[src/rtl/lspd_pkg.sv]
// Package for the long/short press detector: constants, register codes, types, helpers.
package lspd_pkg;

    // Fixed datapath sizes
    localparam int HW_BUTTONS       = 4;
    localparam int NUM_BUTTONS_DEF  = 4;
    localparam int TIME_W           = 5;
    localparam int COUNT_W          = 8;
    localparam int MASK_W           = 4;
    localparam int CFG_IDX_W        = 3;
    localparam int CFG_DATA_W       = 5;
    localparam int TIME_SCALE       = 10;
    localparam int COUNT_MAX        = 255;

    // Configuration register indexes
    localparam logic [CFG_IDX_W-1:0] REG_LONG_TIME_B0   = 3'd0;
    localparam logic [CFG_IDX_W-1:0] REG_LONG_TIME_B1   = 3'd1;
    localparam logic [CFG_IDX_W-1:0] REG_LONG_TIME_B2   = 3'd2;
    localparam logic [CFG_IDX_W-1:0] REG_LONG_TIME_B3   = 3'd3;
    localparam logic [CFG_IDX_W-1:0] REG_LONG_ACT_MASK  = 3'd4;
    localparam logic [CFG_IDX_W-1:0] REG_SHORT_ACT_MASK = 3'd5;

    // Configuration state handed to the button slices
    typedef struct packed {
        logic [HW_BUTTONS-1:0][TIME_W-1:0] long_time;
        logic [MASK_W-1:0]                 long_mask;
        logic [MASK_W-1:0]                 short_mask;
    } t_cfg;

    // Per-button control for one processed transaction
    typedef struct packed {
        logic step;   // transaction is processed this cycle
        logic tick;   // 1 = timer tick, 0 = level sample
        logic now;    // sampled level
        logic prev;   // level of the previous sample
    } t_btn_ctl;

    // Long time times ten, saturated to the countdown range
    function automatic logic [COUNT_W-1:0] scale_time(input logic [TIME_W-1:0] t);
        logic [COUNT_W:0] prod;
        prod = {1'b0, t, 3'b000} + {3'b000, t, 1'b0};
        scale_time = (prod > (COUNT_W+1)'(COUNT_MAX)) ? COUNT_W'(COUNT_MAX)
                                                      : prod[COUNT_W-1:0];
    endfunction

endpackage

[src/rtl/lspd_if.sv]
// Channel interfaces of the press detector: input items, results, configuration writes.
interface lspd_item_if import lspd_pkg::*; ();
    logic              valid;
    logic              ready;
    logic              func;
    logic [MASK_W-1:0] levels;

    modport source (output valid, output func, output levels, input ready);
    modport sink   (input valid, input func, input levels, output ready);
endinterface

interface lspd_result_if import lspd_pkg::*; ();
    logic              valid;
    logic              ready;
    logic [MASK_W-1:0] short_press;
    logic [MASK_W-1:0] long_press;

    modport source (output valid, output short_press, output long_press, input ready);
    modport sink   (input valid, input short_press, input long_press, output ready);
endinterface

interface lspd_cfg_if import lspd_pkg::*; ();
    logic                  valid;
    logic                  ready;
    logic [CFG_IDX_W-1:0]  index;
    logic [CFG_DATA_W-1:0] data;

    modport source (output valid, output index, output data, input ready);
    modport sink   (input valid, input index, input data, output ready);
endinterface

[src/rtl/lspd_cfg.sv]
// Configuration register file of the press detector.
module lspd_cfg import lspd_pkg::*; (
    input  logic        i_clk,
    input  logic        i_rst_n,
    lspd_cfg_if.sink    i_cfg,
    output t_cfg        o_cfg
);

    t_cfg r_cfg;

    assign i_cfg.ready = 1'b1;
    assign o_cfg       = r_cfg;

    // Register writes; unknown indexes are dropped
    always_ff @(posedge i_clk) begin
        if (!i_rst_n) begin
            r_cfg <= '0;
        end else if (i_cfg.valid) begin
            case (i_cfg.index)
                REG_LONG_TIME_B0:   r_cfg.long_time[0] <= i_cfg.data[TIME_W-1:0];
                REG_LONG_TIME_B1:   r_cfg.long_time[1] <= i_cfg.data[TIME_W-1:0];
                REG_LONG_TIME_B2:   r_cfg.long_time[2] <= i_cfg.data[TIME_W-1:0];
                REG_LONG_TIME_B3:   r_cfg.long_time[3] <= i_cfg.data[TIME_W-1:0];
                REG_LONG_ACT_MASK:  r_cfg.long_mask    <= i_cfg.data[MASK_W-1:0];
                REG_SHORT_ACT_MASK: r_cfg.short_mask   <= i_cfg.data[MASK_W-1:0];
                default: ;
            endcase
        end
    end

endmodule

[src/rtl/lspd_btn.sv]
// One button slice: press countdown and release classification.
module lspd_btn import lspd_pkg::*; (
    input  logic              i_clk,
    input  logic              i_rst_n,
    input  t_btn_ctl          i_ctl,
    input  logic [TIME_W-1:0] i_long_time,
    input  logic              i_long_en,
    input  logic              i_short_en,
    output logic              o_short,
    output logic              o_long
);

    logic [COUNT_W-1:0] r_count;
    logic [COUNT_W-1:0] n_count;
    logic               rise;
    logic               fall;

    assign rise = !i_ctl.tick && i_ctl.now && !i_ctl.prev;
    assign fall = !i_ctl.tick && !i_ctl.now && i_ctl.prev;

    // Release events, long wins when the countdown has expired
    assign o_long  = fall && i_long_en && (r_count == '0);
    assign o_short = fall && !o_long && i_short_en;

    // Countdown: load on press, decrement on tick
    always_comb begin
        n_count = r_count;
        if (i_ctl.step) begin
            if (i_ctl.tick) begin
                if (r_count != '0) begin
                    n_count = r_count - COUNT_W'(1);
                end
            end else if (rise) begin
                n_count = scale_time(i_long_time);
            end
        end
    end

    always_ff @(posedge i_clk) begin
        if (!i_rst_n) begin
            r_count <= '0;
        end else begin
            r_count <= n_count;
        end
    end

endmodule

[src/rtl/long_short_press_detector.sv]
// Long/short press detector for up to four buttons.
//
// Usage:
//   i_item carries one transaction per accepted handshake: func 0 samples
//   the button levels, func 1 is a timer tick. Every transaction yields one
//   result on o_result with the short_press and long_press event bits of
//   the buttons released by that sample (tick results are all zero).
//   i_cfg writes the long times (index 0..3) and the long/short action masks
//   (index 4, 5); it is always ready. The user must write it only while idle;
//   the block itself leaves this unchecked.
// Path: input register, then result register, which drives o_result.
//   Throughput: one transaction per cycle while o_result is taken.
// Stall: when o_result is held, the input register still takes one more
//   transaction; after that i_item.ready drops until the result is taken.
// Reset: countdowns, previous levels, configuration and valid flags clear to
//   zero; both channels come up empty and ready.
module long_short_press_detector import lspd_pkg::*; #(
    parameter int NUM_BUTTONS = NUM_BUTTONS_DEF
) (
    input  logic           i_clk,
    input  logic           i_rst_n,
    lspd_item_if.sink      i_item,
    lspd_cfg_if.sink       i_cfg,
    lspd_result_if.source  o_result
);

    localparam int ActiveButtons = (NUM_BUTTONS > HW_BUTTONS) ? HW_BUTTONS : NUM_BUTTONS;
    localparam logic [MASK_W-1:0] UsedMask = MASK_W'((1 << ActiveButtons) - 1);

    t_cfg              cfg;
    logic              r_in_valid;
    logic              r_in_func;
    logic [MASK_W-1:0] r_in_levels;
    logic [MASK_W-1:0] r_prev;
    logic              r_out_valid;
    logic [MASK_W-1:0] r_short;
    logic [MASK_W-1:0] r_long;
    logic              step;
    logic [MASK_W-1:0] now;
    logic [MASK_W-1:0] shorts;
    logic [MASK_W-1:0] longs;

    lspd_cfg u_cfg (
        .i_clk   (i_clk),
        .i_rst_n (i_rst_n),
        .i_cfg   (i_cfg),
        .o_cfg   (cfg)
    );

    // Handshake: stage advances when the result register is free or drained
    assign step         = r_in_valid && (!r_out_valid || o_result.ready);
    assign i_item.ready = !r_in_valid || step;
    assign now          = r_in_levels & UsedMask;

    // Input register
    always_ff @(posedge i_clk) begin
        if (!i_rst_n) begin
            r_in_valid <= 1'b0;
        end else if (i_item.ready) begin
            r_in_valid <= i_item.valid;
        end
    end

    always_ff @(posedge i_clk) begin
        if (i_item.valid && i_item.ready) begin
            r_in_func   <= i_item.func;
            r_in_levels <= i_item.levels;
        end
    end

    // Button slices; unused buttons stay silent
    for (genvar g = 0; g < HW_BUTTONS; g++) begin : g_btn
        if (g < ActiveButtons) begin : g_on
            t_btn_ctl ctl;
            assign ctl.step = step;
            assign ctl.tick = r_in_func;
            assign ctl.now  = now[g];
            assign ctl.prev = r_prev[g];

            lspd_btn u_btn (
                .i_clk       (i_clk),
                .i_rst_n     (i_rst_n),
                .i_ctl       (ctl),
                .i_long_time (cfg.long_time[g]),
                .i_long_en   (cfg.long_mask[g]),
                .i_short_en  (cfg.short_mask[g]),
                .o_short     (shorts[g]),
                .o_long      (longs[g])
            );
        end else begin : g_off
            assign shorts[g] = 1'b0;
            assign longs[g]  = 1'b0;
        end
    end

    // Previous levels, updated by samples only
    always_ff @(posedge i_clk) begin
        if (!i_rst_n) begin
            r_prev <= '0;
        end else if (step && !r_in_func) begin
            r_prev <= now;
        end
    end

    // Result register
    always_ff @(posedge i_clk) begin
        if (!i_rst_n) begin
            r_out_valid <= 1'b0;
        end else if (step) begin
            r_out_valid <= 1'b1;
        end else if (o_result.ready) begin
            r_out_valid <= 1'b0;
        end
    end

    always_ff @(posedge i_clk) begin
        if (step) begin
            r_short <= shorts;
            r_long  <= longs;
        end
    end

    assign o_result.valid       = r_out_valid;
    assign o_result.short_press = r_short;
    assign o_result.long_press  = r_long;

endmodule

[src/flat_wrapper.sv]
// flat-port wrapper written by rule: the top's interface ports become plain ports
module long_short_press_detector_flat import lspd_pkg::*;
#(
    parameter int NUM_BUTTONS = NUM_BUTTONS_DEF
)
  (i_clk, i_rst_n, i_item_valid, i_item_func, i_item_levels, i_item_ready, i_cfg_valid, i_cfg_index, i_cfg_data, i_cfg_ready, o_result_valid, o_result_short_press, o_result_long_press, o_result_ready);
  lspd_item_if i_item_i ();
  lspd_cfg_if i_cfg_i ();
  lspd_result_if o_result_i ();
  input  logic i_clk;
  input  logic i_rst_n;
  input wire logic [$bits(i_item_i.valid)-1:0] i_item_valid;
  input wire logic [$bits(i_item_i.func)-1:0] i_item_func;
  input wire logic [$bits(i_item_i.levels)-1:0] i_item_levels;
  output wire logic [$bits(i_item_i.ready)-1:0] i_item_ready;
  input wire logic [$bits(i_cfg_i.valid)-1:0] i_cfg_valid;
  input wire logic [$bits(i_cfg_i.index)-1:0] i_cfg_index;
  input wire logic [$bits(i_cfg_i.data)-1:0] i_cfg_data;
  output wire logic [$bits(i_cfg_i.ready)-1:0] i_cfg_ready;
  output wire logic [$bits(o_result_i.valid)-1:0] o_result_valid;
  output wire logic [$bits(o_result_i.short_press)-1:0] o_result_short_press;
  output wire logic [$bits(o_result_i.long_press)-1:0] o_result_long_press;
  input wire logic [$bits(o_result_i.ready)-1:0] o_result_ready;
  assign i_item_i.valid = i_item_valid;
  assign i_item_i.func = i_item_func;
  assign i_item_i.levels = i_item_levels;
  assign i_item_ready = i_item_i.ready;
  assign i_cfg_i.valid = i_cfg_valid;
  assign i_cfg_i.index = i_cfg_index;
  assign i_cfg_i.data = i_cfg_data;
  assign i_cfg_ready = i_cfg_i.ready;
  assign o_result_valid = o_result_i.valid;
  assign o_result_short_press = o_result_i.short_press;
  assign o_result_long_press = o_result_i.long_press;
  assign o_result_i.ready = o_result_ready;
  long_short_press_detector #(.NUM_BUTTONS(NUM_BUTTONS)) u_core (.i_clk(i_clk), .i_rst_n(i_rst_n), .i_item(i_item_i), .i_cfg(i_cfg_i), .o_result(o_result_i));
endmodule
[config.mk]
export PLATFORM = sky130hd
export DESIGN_NAME = long_short_press_detector_flat
export DESIGN_NICKNAME = d
export VERILOG_FILES = /design/src/rtl/lspd_pkg.sv /design/src/rtl/lspd_if.sv /design/src/rtl/lspd_cfg.sv /design/src/rtl/lspd_btn.sv /design/src/rtl/long_short_press_detector.sv /design/src/flat_wrapper.sv
export SDC_FILE = /design/constraint.sdc
export NUM_CORES = 1
export LEC_CHECK = 0
export BUFFER_PORTS_ARGS = -buffer_cell sky130_fd_sc_hd__buf_4
export CORE_ASPECT_RATIO = 2
export CORE_MARGIN = 2
export CORE_UTILIZATION = 61
export CTS_CLUSTER_DIAMETER = 120
export DETAILED_ROUTE_END_ITERATION = 16
export GPL_TIMING_DRIVEN = 1
export PLACE_DENSITY = 0.91
export RECOVER_POWER = 50
export SYNTH_ARGS = -nofsm -noshare
export SYNTH_HDL_FRONTEND = slang
export SYNTH_SLANG_ARGS = --single-unit
[constraint.sdc]
create_clock -name i_clk -period 1.95 [get_ports i_clk]
set_input_delay 0.4875 -clock i_clk [delete_from_list [all_inputs] [get_ports i_clk]]
set_output_delay 0.4875 -clock i_clk [all_outputs]
set_load 0.02 [all_outputs]
Yosys cells after proc, flatten, opt, wreduce, memory -nomap -nowiden. Cells that the tools add are included.

Register bits: 79. Input port bits: 18. Output and inout bits: 11. Word-level logic and storage cells: 132.

Add/subtract/negate cells: 8. $lt $le $gt $ge: 4. Eq/ne operators: 9. Mux-type cells: 18. Reductions and logical operators: 76.

Operators with widths (number): 8-bit two-way mux (16); 8-bit by 6-bit adder with 9-bit output (4); 9-bit by 8-bit greater-than comparator with 1-bit output (second input constant) (4); 1-bit logical AND (35); 8-bit zero test (4); 8-bit nonzero test (4); 8-bit by 1-bit subtractor with 8-bit output (second input constant) (4); 1-bit zero test (15); 2-bit AND reduction (6); 3-bit AND reduction (4); 2-bit nonzero test (5); 2-bit != test (second input constant) (4); 3-bit by 2-bit == test with 1-bit output (second input constant) (2); 3-bit == test (second input constant) (2); 3-bit by 1-bit == test with 1-bit output (second input constant) (1); 3-bit zero test (1); 1-bit logical OR (2); 1-bit two-way mux (2).

Depth between registers and ports, before layout.
Depth after elaboration: 8. Gate-level depth with buffers: 8. Depth with buffers taken out: 7.

Modules after synthesis. Synthesis repeated with hierarchy kept, for this count alone.

Cell total of the unflattened synthesis: 494. Area, all modules: 4614.4 µm².

By module, submodules not included: lspd_btn (instances 4, cells each 87, area each 721.9 µm², sequential area each 160.2 µm²); lspd_cfg (instances 1, cells each 106, area each 1072.3 µm², sequential area each 560.5 µm²); long_short_press_detector (instances 1, cells each 40, area each 654.4 µm², sequential area each 510.5 µm²).

Worst setup path before layout. Ideal clock, no wire load.

Kind: reg-to-reg. From: register u_core.g_btn[3].g_on.u_btn.r_count[0]. To: register u_core.g_btn[3].g_on.u_btn.r_count[5]. Setup time: 0.118 ns. Arrival time: 1.645 ns. Data required time: 1.832 ns. Path slack: 0.187 ns. Cell stages (with the launch flop): 8. Buffers on the path: 1. Clock period less this slack: 1.763 ns. Cells stage by stage: dfxtp_1 > inv_1 > ha_1 > or3b_2 > o21ai_1 > a21oi_1 > buf_2 > o2111a_1.

Cells in the longest elaborated chain, start to end: 3. Elaborated cells between the ends (all ways): 6. Those cells by class: add/sub (1); eq/ne (1); mux (2); reduce/logical (2).

RTL lines: start, declared (line lspd_btn.sv:13) `logic [COUNT_W-1:0] r_count;`; start signal, assigned (line lspd_btn.sv:43) `r_count <= n_count;`; 8-bit by 1-bit subtractor with 8-bit output or 8-bit nonzero test (tied branches) (line lspd_btn.sv:31, lspd_btn.sv:30); 8-bit two-way mux or 2-bit != test (tied branches); 8-bit two-way mux or 3-bit AND reduction (tied branches).

Parallel ways exist; a longest one is shown, timed or not. The select of a mux whose other input is x is not followed. A chain may end at the register's enable or synchronous reset.

Worst setup path after layout.
From: register u_core.g_btn[2].g_on.u_btn.r_count[5]. To: register u_core.g_btn[2].g_on.u_btn.r_count[0].

Cells in the longest elaborated chain, start to end: 3.

RTL lines: start, declared (line lspd_btn.sv:13); start signal, assigned (line lspd_btn.sv:43); 8-bit nonzero test (line lspd_btn.sv:30) `if (r_count != '0) begin`; 2-bit != test (no line); 3-bit AND reduction (no line).

No other way between the ends.

==> run_results.csv <==
group,metric,value,unit
floorplan,coreArea,6940,um2
clock_tree,clk_latency,340,ps
clock_tree,numCtsBuffers,9,
global_routing,antenna_found_initial,0,
placed_design,placement.io_buffers,27,
floorplan,start_util,63.2,%
critical_path,crit_arrival,2160,ps
logic_synthesis,synthFlopType,"dfxtp_1",
power,vdd_drop_max,0.839,mV
layout,antenna_cells,0,
critical_path,worst-path-max-fanout,7,
critical_path,cp-start-kind,"register",
drt,drc,0,
timing,fmax,522,MHz
timing,clock_skew,4.60,ps
power,total_power,3.95,mW
clock_tree,hold_buffers,0,
timing,drv_slew,0,
critical_path,critPathMaxStageDelay,580,ps
drt,routed_wirelength,11500,um
logic_synthesis,synth_cell_types,68,
timing,finalCritPeriodShare,98.3,%
timing,setup_tns,0,ps
logic_synthesis,ys_seq_area_share,39.0,%
layout,nets,583,
layout,stdcell_count,636,
floorplan,die-width,64.0,um
logic_synthesis,synth-edff-count,13,
drt,wire_per_inst,18.2,um
drt,vias_per_cell,6.33,
placed_design,dp_hpwl,8200,um
layout,post-route-util,74.9,%
global_routing,grt_pass1_vias,3971,
status,outcome,"complete, no violations",
global_routing,grt_max_degree,57,
placed_design,post-place-ws,45.2,ps
floorplan,num_rows,43,
drt,dr.first_iter.drc_count,244,
timing,final-hold-violation-count,0,
timing,final.min_clock_period,1920,ps
power,p_per_area,760,nW/um2
clock_tree,clkSlewWorstSetupHoldPaths,60,ps
placed_design,place_inst,620,
drt,dr.pass1.iters,4,
clock_tree,cts_tree,"yes",
logic_synthesis,synth_fp_nets,532,
power,leakagePower,2.19,nW
logic_synthesis,async_flop_share,0,%
timing,fin_ws,32.9,ps
logic_synthesis,synth_area_per_cell,8.96,um2
layout,syn_to_final_growth,18.5,%
timing,relSlewSlack,55.8,%
clock_tree,cts-root-buf,"clkbuf_16",
critical_path,crit_type,"reg2reg",
run,drv_cap,0,
clock_tree,htree_levels,3,
global_routing,grt_pass1_wl,18500,um
drt,drtAntennaViolNets,0,
layout,drive_gt1_share,17.8,%
clock_tree,clockBufferDepth,2,
critical_path,worst_ep_required_time,2200,ps
global_routing,gr-total-overflow,0,
logic_synthesis,ys_warn_count,0,
drt,via_count,4024,
layout,nFillCells,457,
placed_design,gp_congestion,0.939,
logic_synthesis,syn-cell-area,4390,um2
floorplan,io_pins,29,
min_path,hold_class,"in2reg",
critical_path,cp_slowest_cell,"or4_4",
logic_synthesis,synthCells,490,
logic_synthesis,ys_seq_elements,79,
timing,rsz0062_at_grt,"yes",
timing,setup_viol,0,
clock_tree,numClockSinks,79,
timing,worstMarginPinSlew,663,ps
clock_tree,cts_setup_buffers,0,
floorplan,die_h,124,um
critical_path,end_kind,"register",
global_routing,grt.total_usage,30.2,%
critical_path,path_cells,"or4_4, nor4b_4, o21ai_4, buf_4, a311oi_1",
floorplan,dieArea,7930,um2
==> where the power goes <==
| group | internal (mW) | switching (mW) | total (mW) |
|---|---|---|---|
| registers | 1.72 | 0.0572 | 1.78 |
| logic | 0.287 | 0.377 | 0.664 |
| clock network | 0.855 | 0.655 | 1.51 |
| total | 2.86 | 1.09 | 3.95 |
==> Yosys cell counts (3+ instances only) <==
cell / instances / area, um2
or4_4: 3 / 33.8
o31ai_1: 7 / 52.6
nand4b_1: 3 / 26.3
or3_1: 4 / 25.0
mux2i_1: 34 / 340
o211ai_1: 3 / 22.5
o22ai_1: 9 / 56.3
o32ai_1: 3 / 26.3
and4_1: 3 / 26.3
edfxtp_1: 13 / 390
a31oi_1: 3 / 18.8
dfxtp_1: 66 / 1320
a211oi_1: 5 / 37.5
a21o_1: 9 / 67.6
nor2_1: 55 / 206
xnor2_1: 5 / 43.8
o21ai_0: 16 / 80.1
nand4_1: 6 / 37.5
nor4_1: 4 / 25.0
clkbuf_1: 14 / 52.6
a21oi_1: 28 / 140
nand2b_1: 5 / 31.3
o2bb2ai_1: 3 / 26.3
o311ai_0: 6 / 52.6
buf_1: 5 / 18.8
xor2_1: 5 / 43.8
nand3_1: 12 / 60.1
nand2_1: 53 / 199
ha_1: 20 / 250
nor3b_1: 6 / 45.0
inv_1: 13 / 48.8
and3_1: 5 / 31.3
fa_1: 4 / 80.1
nor3_1: 16 / 80.1
==> layer usage <==
metal / vias to the layer above / global-route usage, % / part of all wire, %
met3: 38 / 5.96 / 4.2
li1: 1917 / - / -
met5: - / 0 / 0
met4: 0 / 17.7 / 4.4
met1: 1950 / 29.2 / 35
met2: 119 / 57.7 / 56
==> path summary, 6_finish.rpt <==
check                                             start                               endpoint  slack, ps  depth (start not counted)
setup / recovery  u_core.g_btn[2].g_on.u_btn.r_count[5]  u_core.g_btn[2].g_on.u_btn.r_count[0]         30                          5
hold / removal                         i_item_levels[3]                          u_core.now[3]        350                          1
setup reg to reg  u_core.g_btn[2].g_on.u_btn.r_count[5]  u_core.g_btn[2].g_on.u_btn.r_count[0]         30                          5
hold reg to reg   u_core.g_btn[2].g_on.u_btn.r_count[1]  u_core.g_btn[2].g_on.u_btn.r_count[1]        500                          2
==> layout make-up <==
type | count | area (um2) | share of cell area (%)
clock buffer | 10 | 229 | 4.40
tap | 90 | 113 | 2.17
timing repair buffer | 62 | 479 | 9.22
inverter | 13 | 48.8 | 0.938
clock inverter | 6 | 36.3 | 0.698
multi-input combinational | 376 | 2580 | 49.7
sequential | 79 | 1710 | 32.9
==> cell families (layout without fill, tap and decap cells) <==
| group | Yosys count | count (layout) | share of synthesized area (%) |
|---|---|---|---|
| AND/OR/NAND/NOR | 190 | 190 | 22.3 |
| XOR/XNOR | 10 | 10 | 2.00 |
| adder cells (fa/ha/maj) | 24 | 24 | 7.53 |
| buffers and inverters | 35 | 91 | 3.14 |
| other | 1 | 1 | 0.0854 |
| flip-flops | 79 | 79 | 39.0 |
| AO/OA/AOI/OAI | 117 | 117 | 18.2 |
| multiplexers | 34 | 34 | 7.75 |
==> flip-flops by register name, summed over array words and instances, names as in the netlist <==
register / flops
u_core.g_btn.g_on.u_btn.r_count: 32
u_core.u_cfg.o_cfg: 28
u_core.now: 4
u_core.o_result.long_press: 4
u_core.o_result.short_press: 4
u_core.r_prev: 4
u_core.o_result.valid: 1
u_core.r_in_func: 1
u_core.r_in_valid: 1
==> through the flow <==
stage,hold slack [ps],instance area [um2]
detailed placement,490,4900
finish,347,5200
global route,340,5200
CTS,318,5170
global placement,477,4900
floorplan,456,4390
==> cell usage in the layout, fill, tap and decap left out, types with 6 or more instances in the layout <==
master     Yosys  final
nand4_1        6      6
inv_1         13     12
nand2_1       53     52
ha_1          20     20
o311ai_0       6      6
nor3b_1        6      6
nor3_1        16     15
a21o_1         9      9
clkbuf_16      0      9
a21oi_1       28     26
o21ai_0       16     14
nand3_1       12     12
o22ai_1        9      9
buf_4          1     52
o31ai_1        7      7
edfxtp_1      13     13
nor2_1        55     55
mux2i_1       34     34
dfxtp_1       66     66
==> worst max-delay path, delay by kind of cell, from the launching register on <==
kind / cells / cell delay, ps
simple gates: 2 / 950
compound gates: 2 / 370
flops: 1 / 340
buf+inv: 1 / 170
==> repair_timing <==
item / CTS / global route
setup endpoints to repair: 0 / 16
endpoints found under the hold margin: 0 / 0
gates resized for setup: 0 / 13
(Power assumes the default switching activity.)
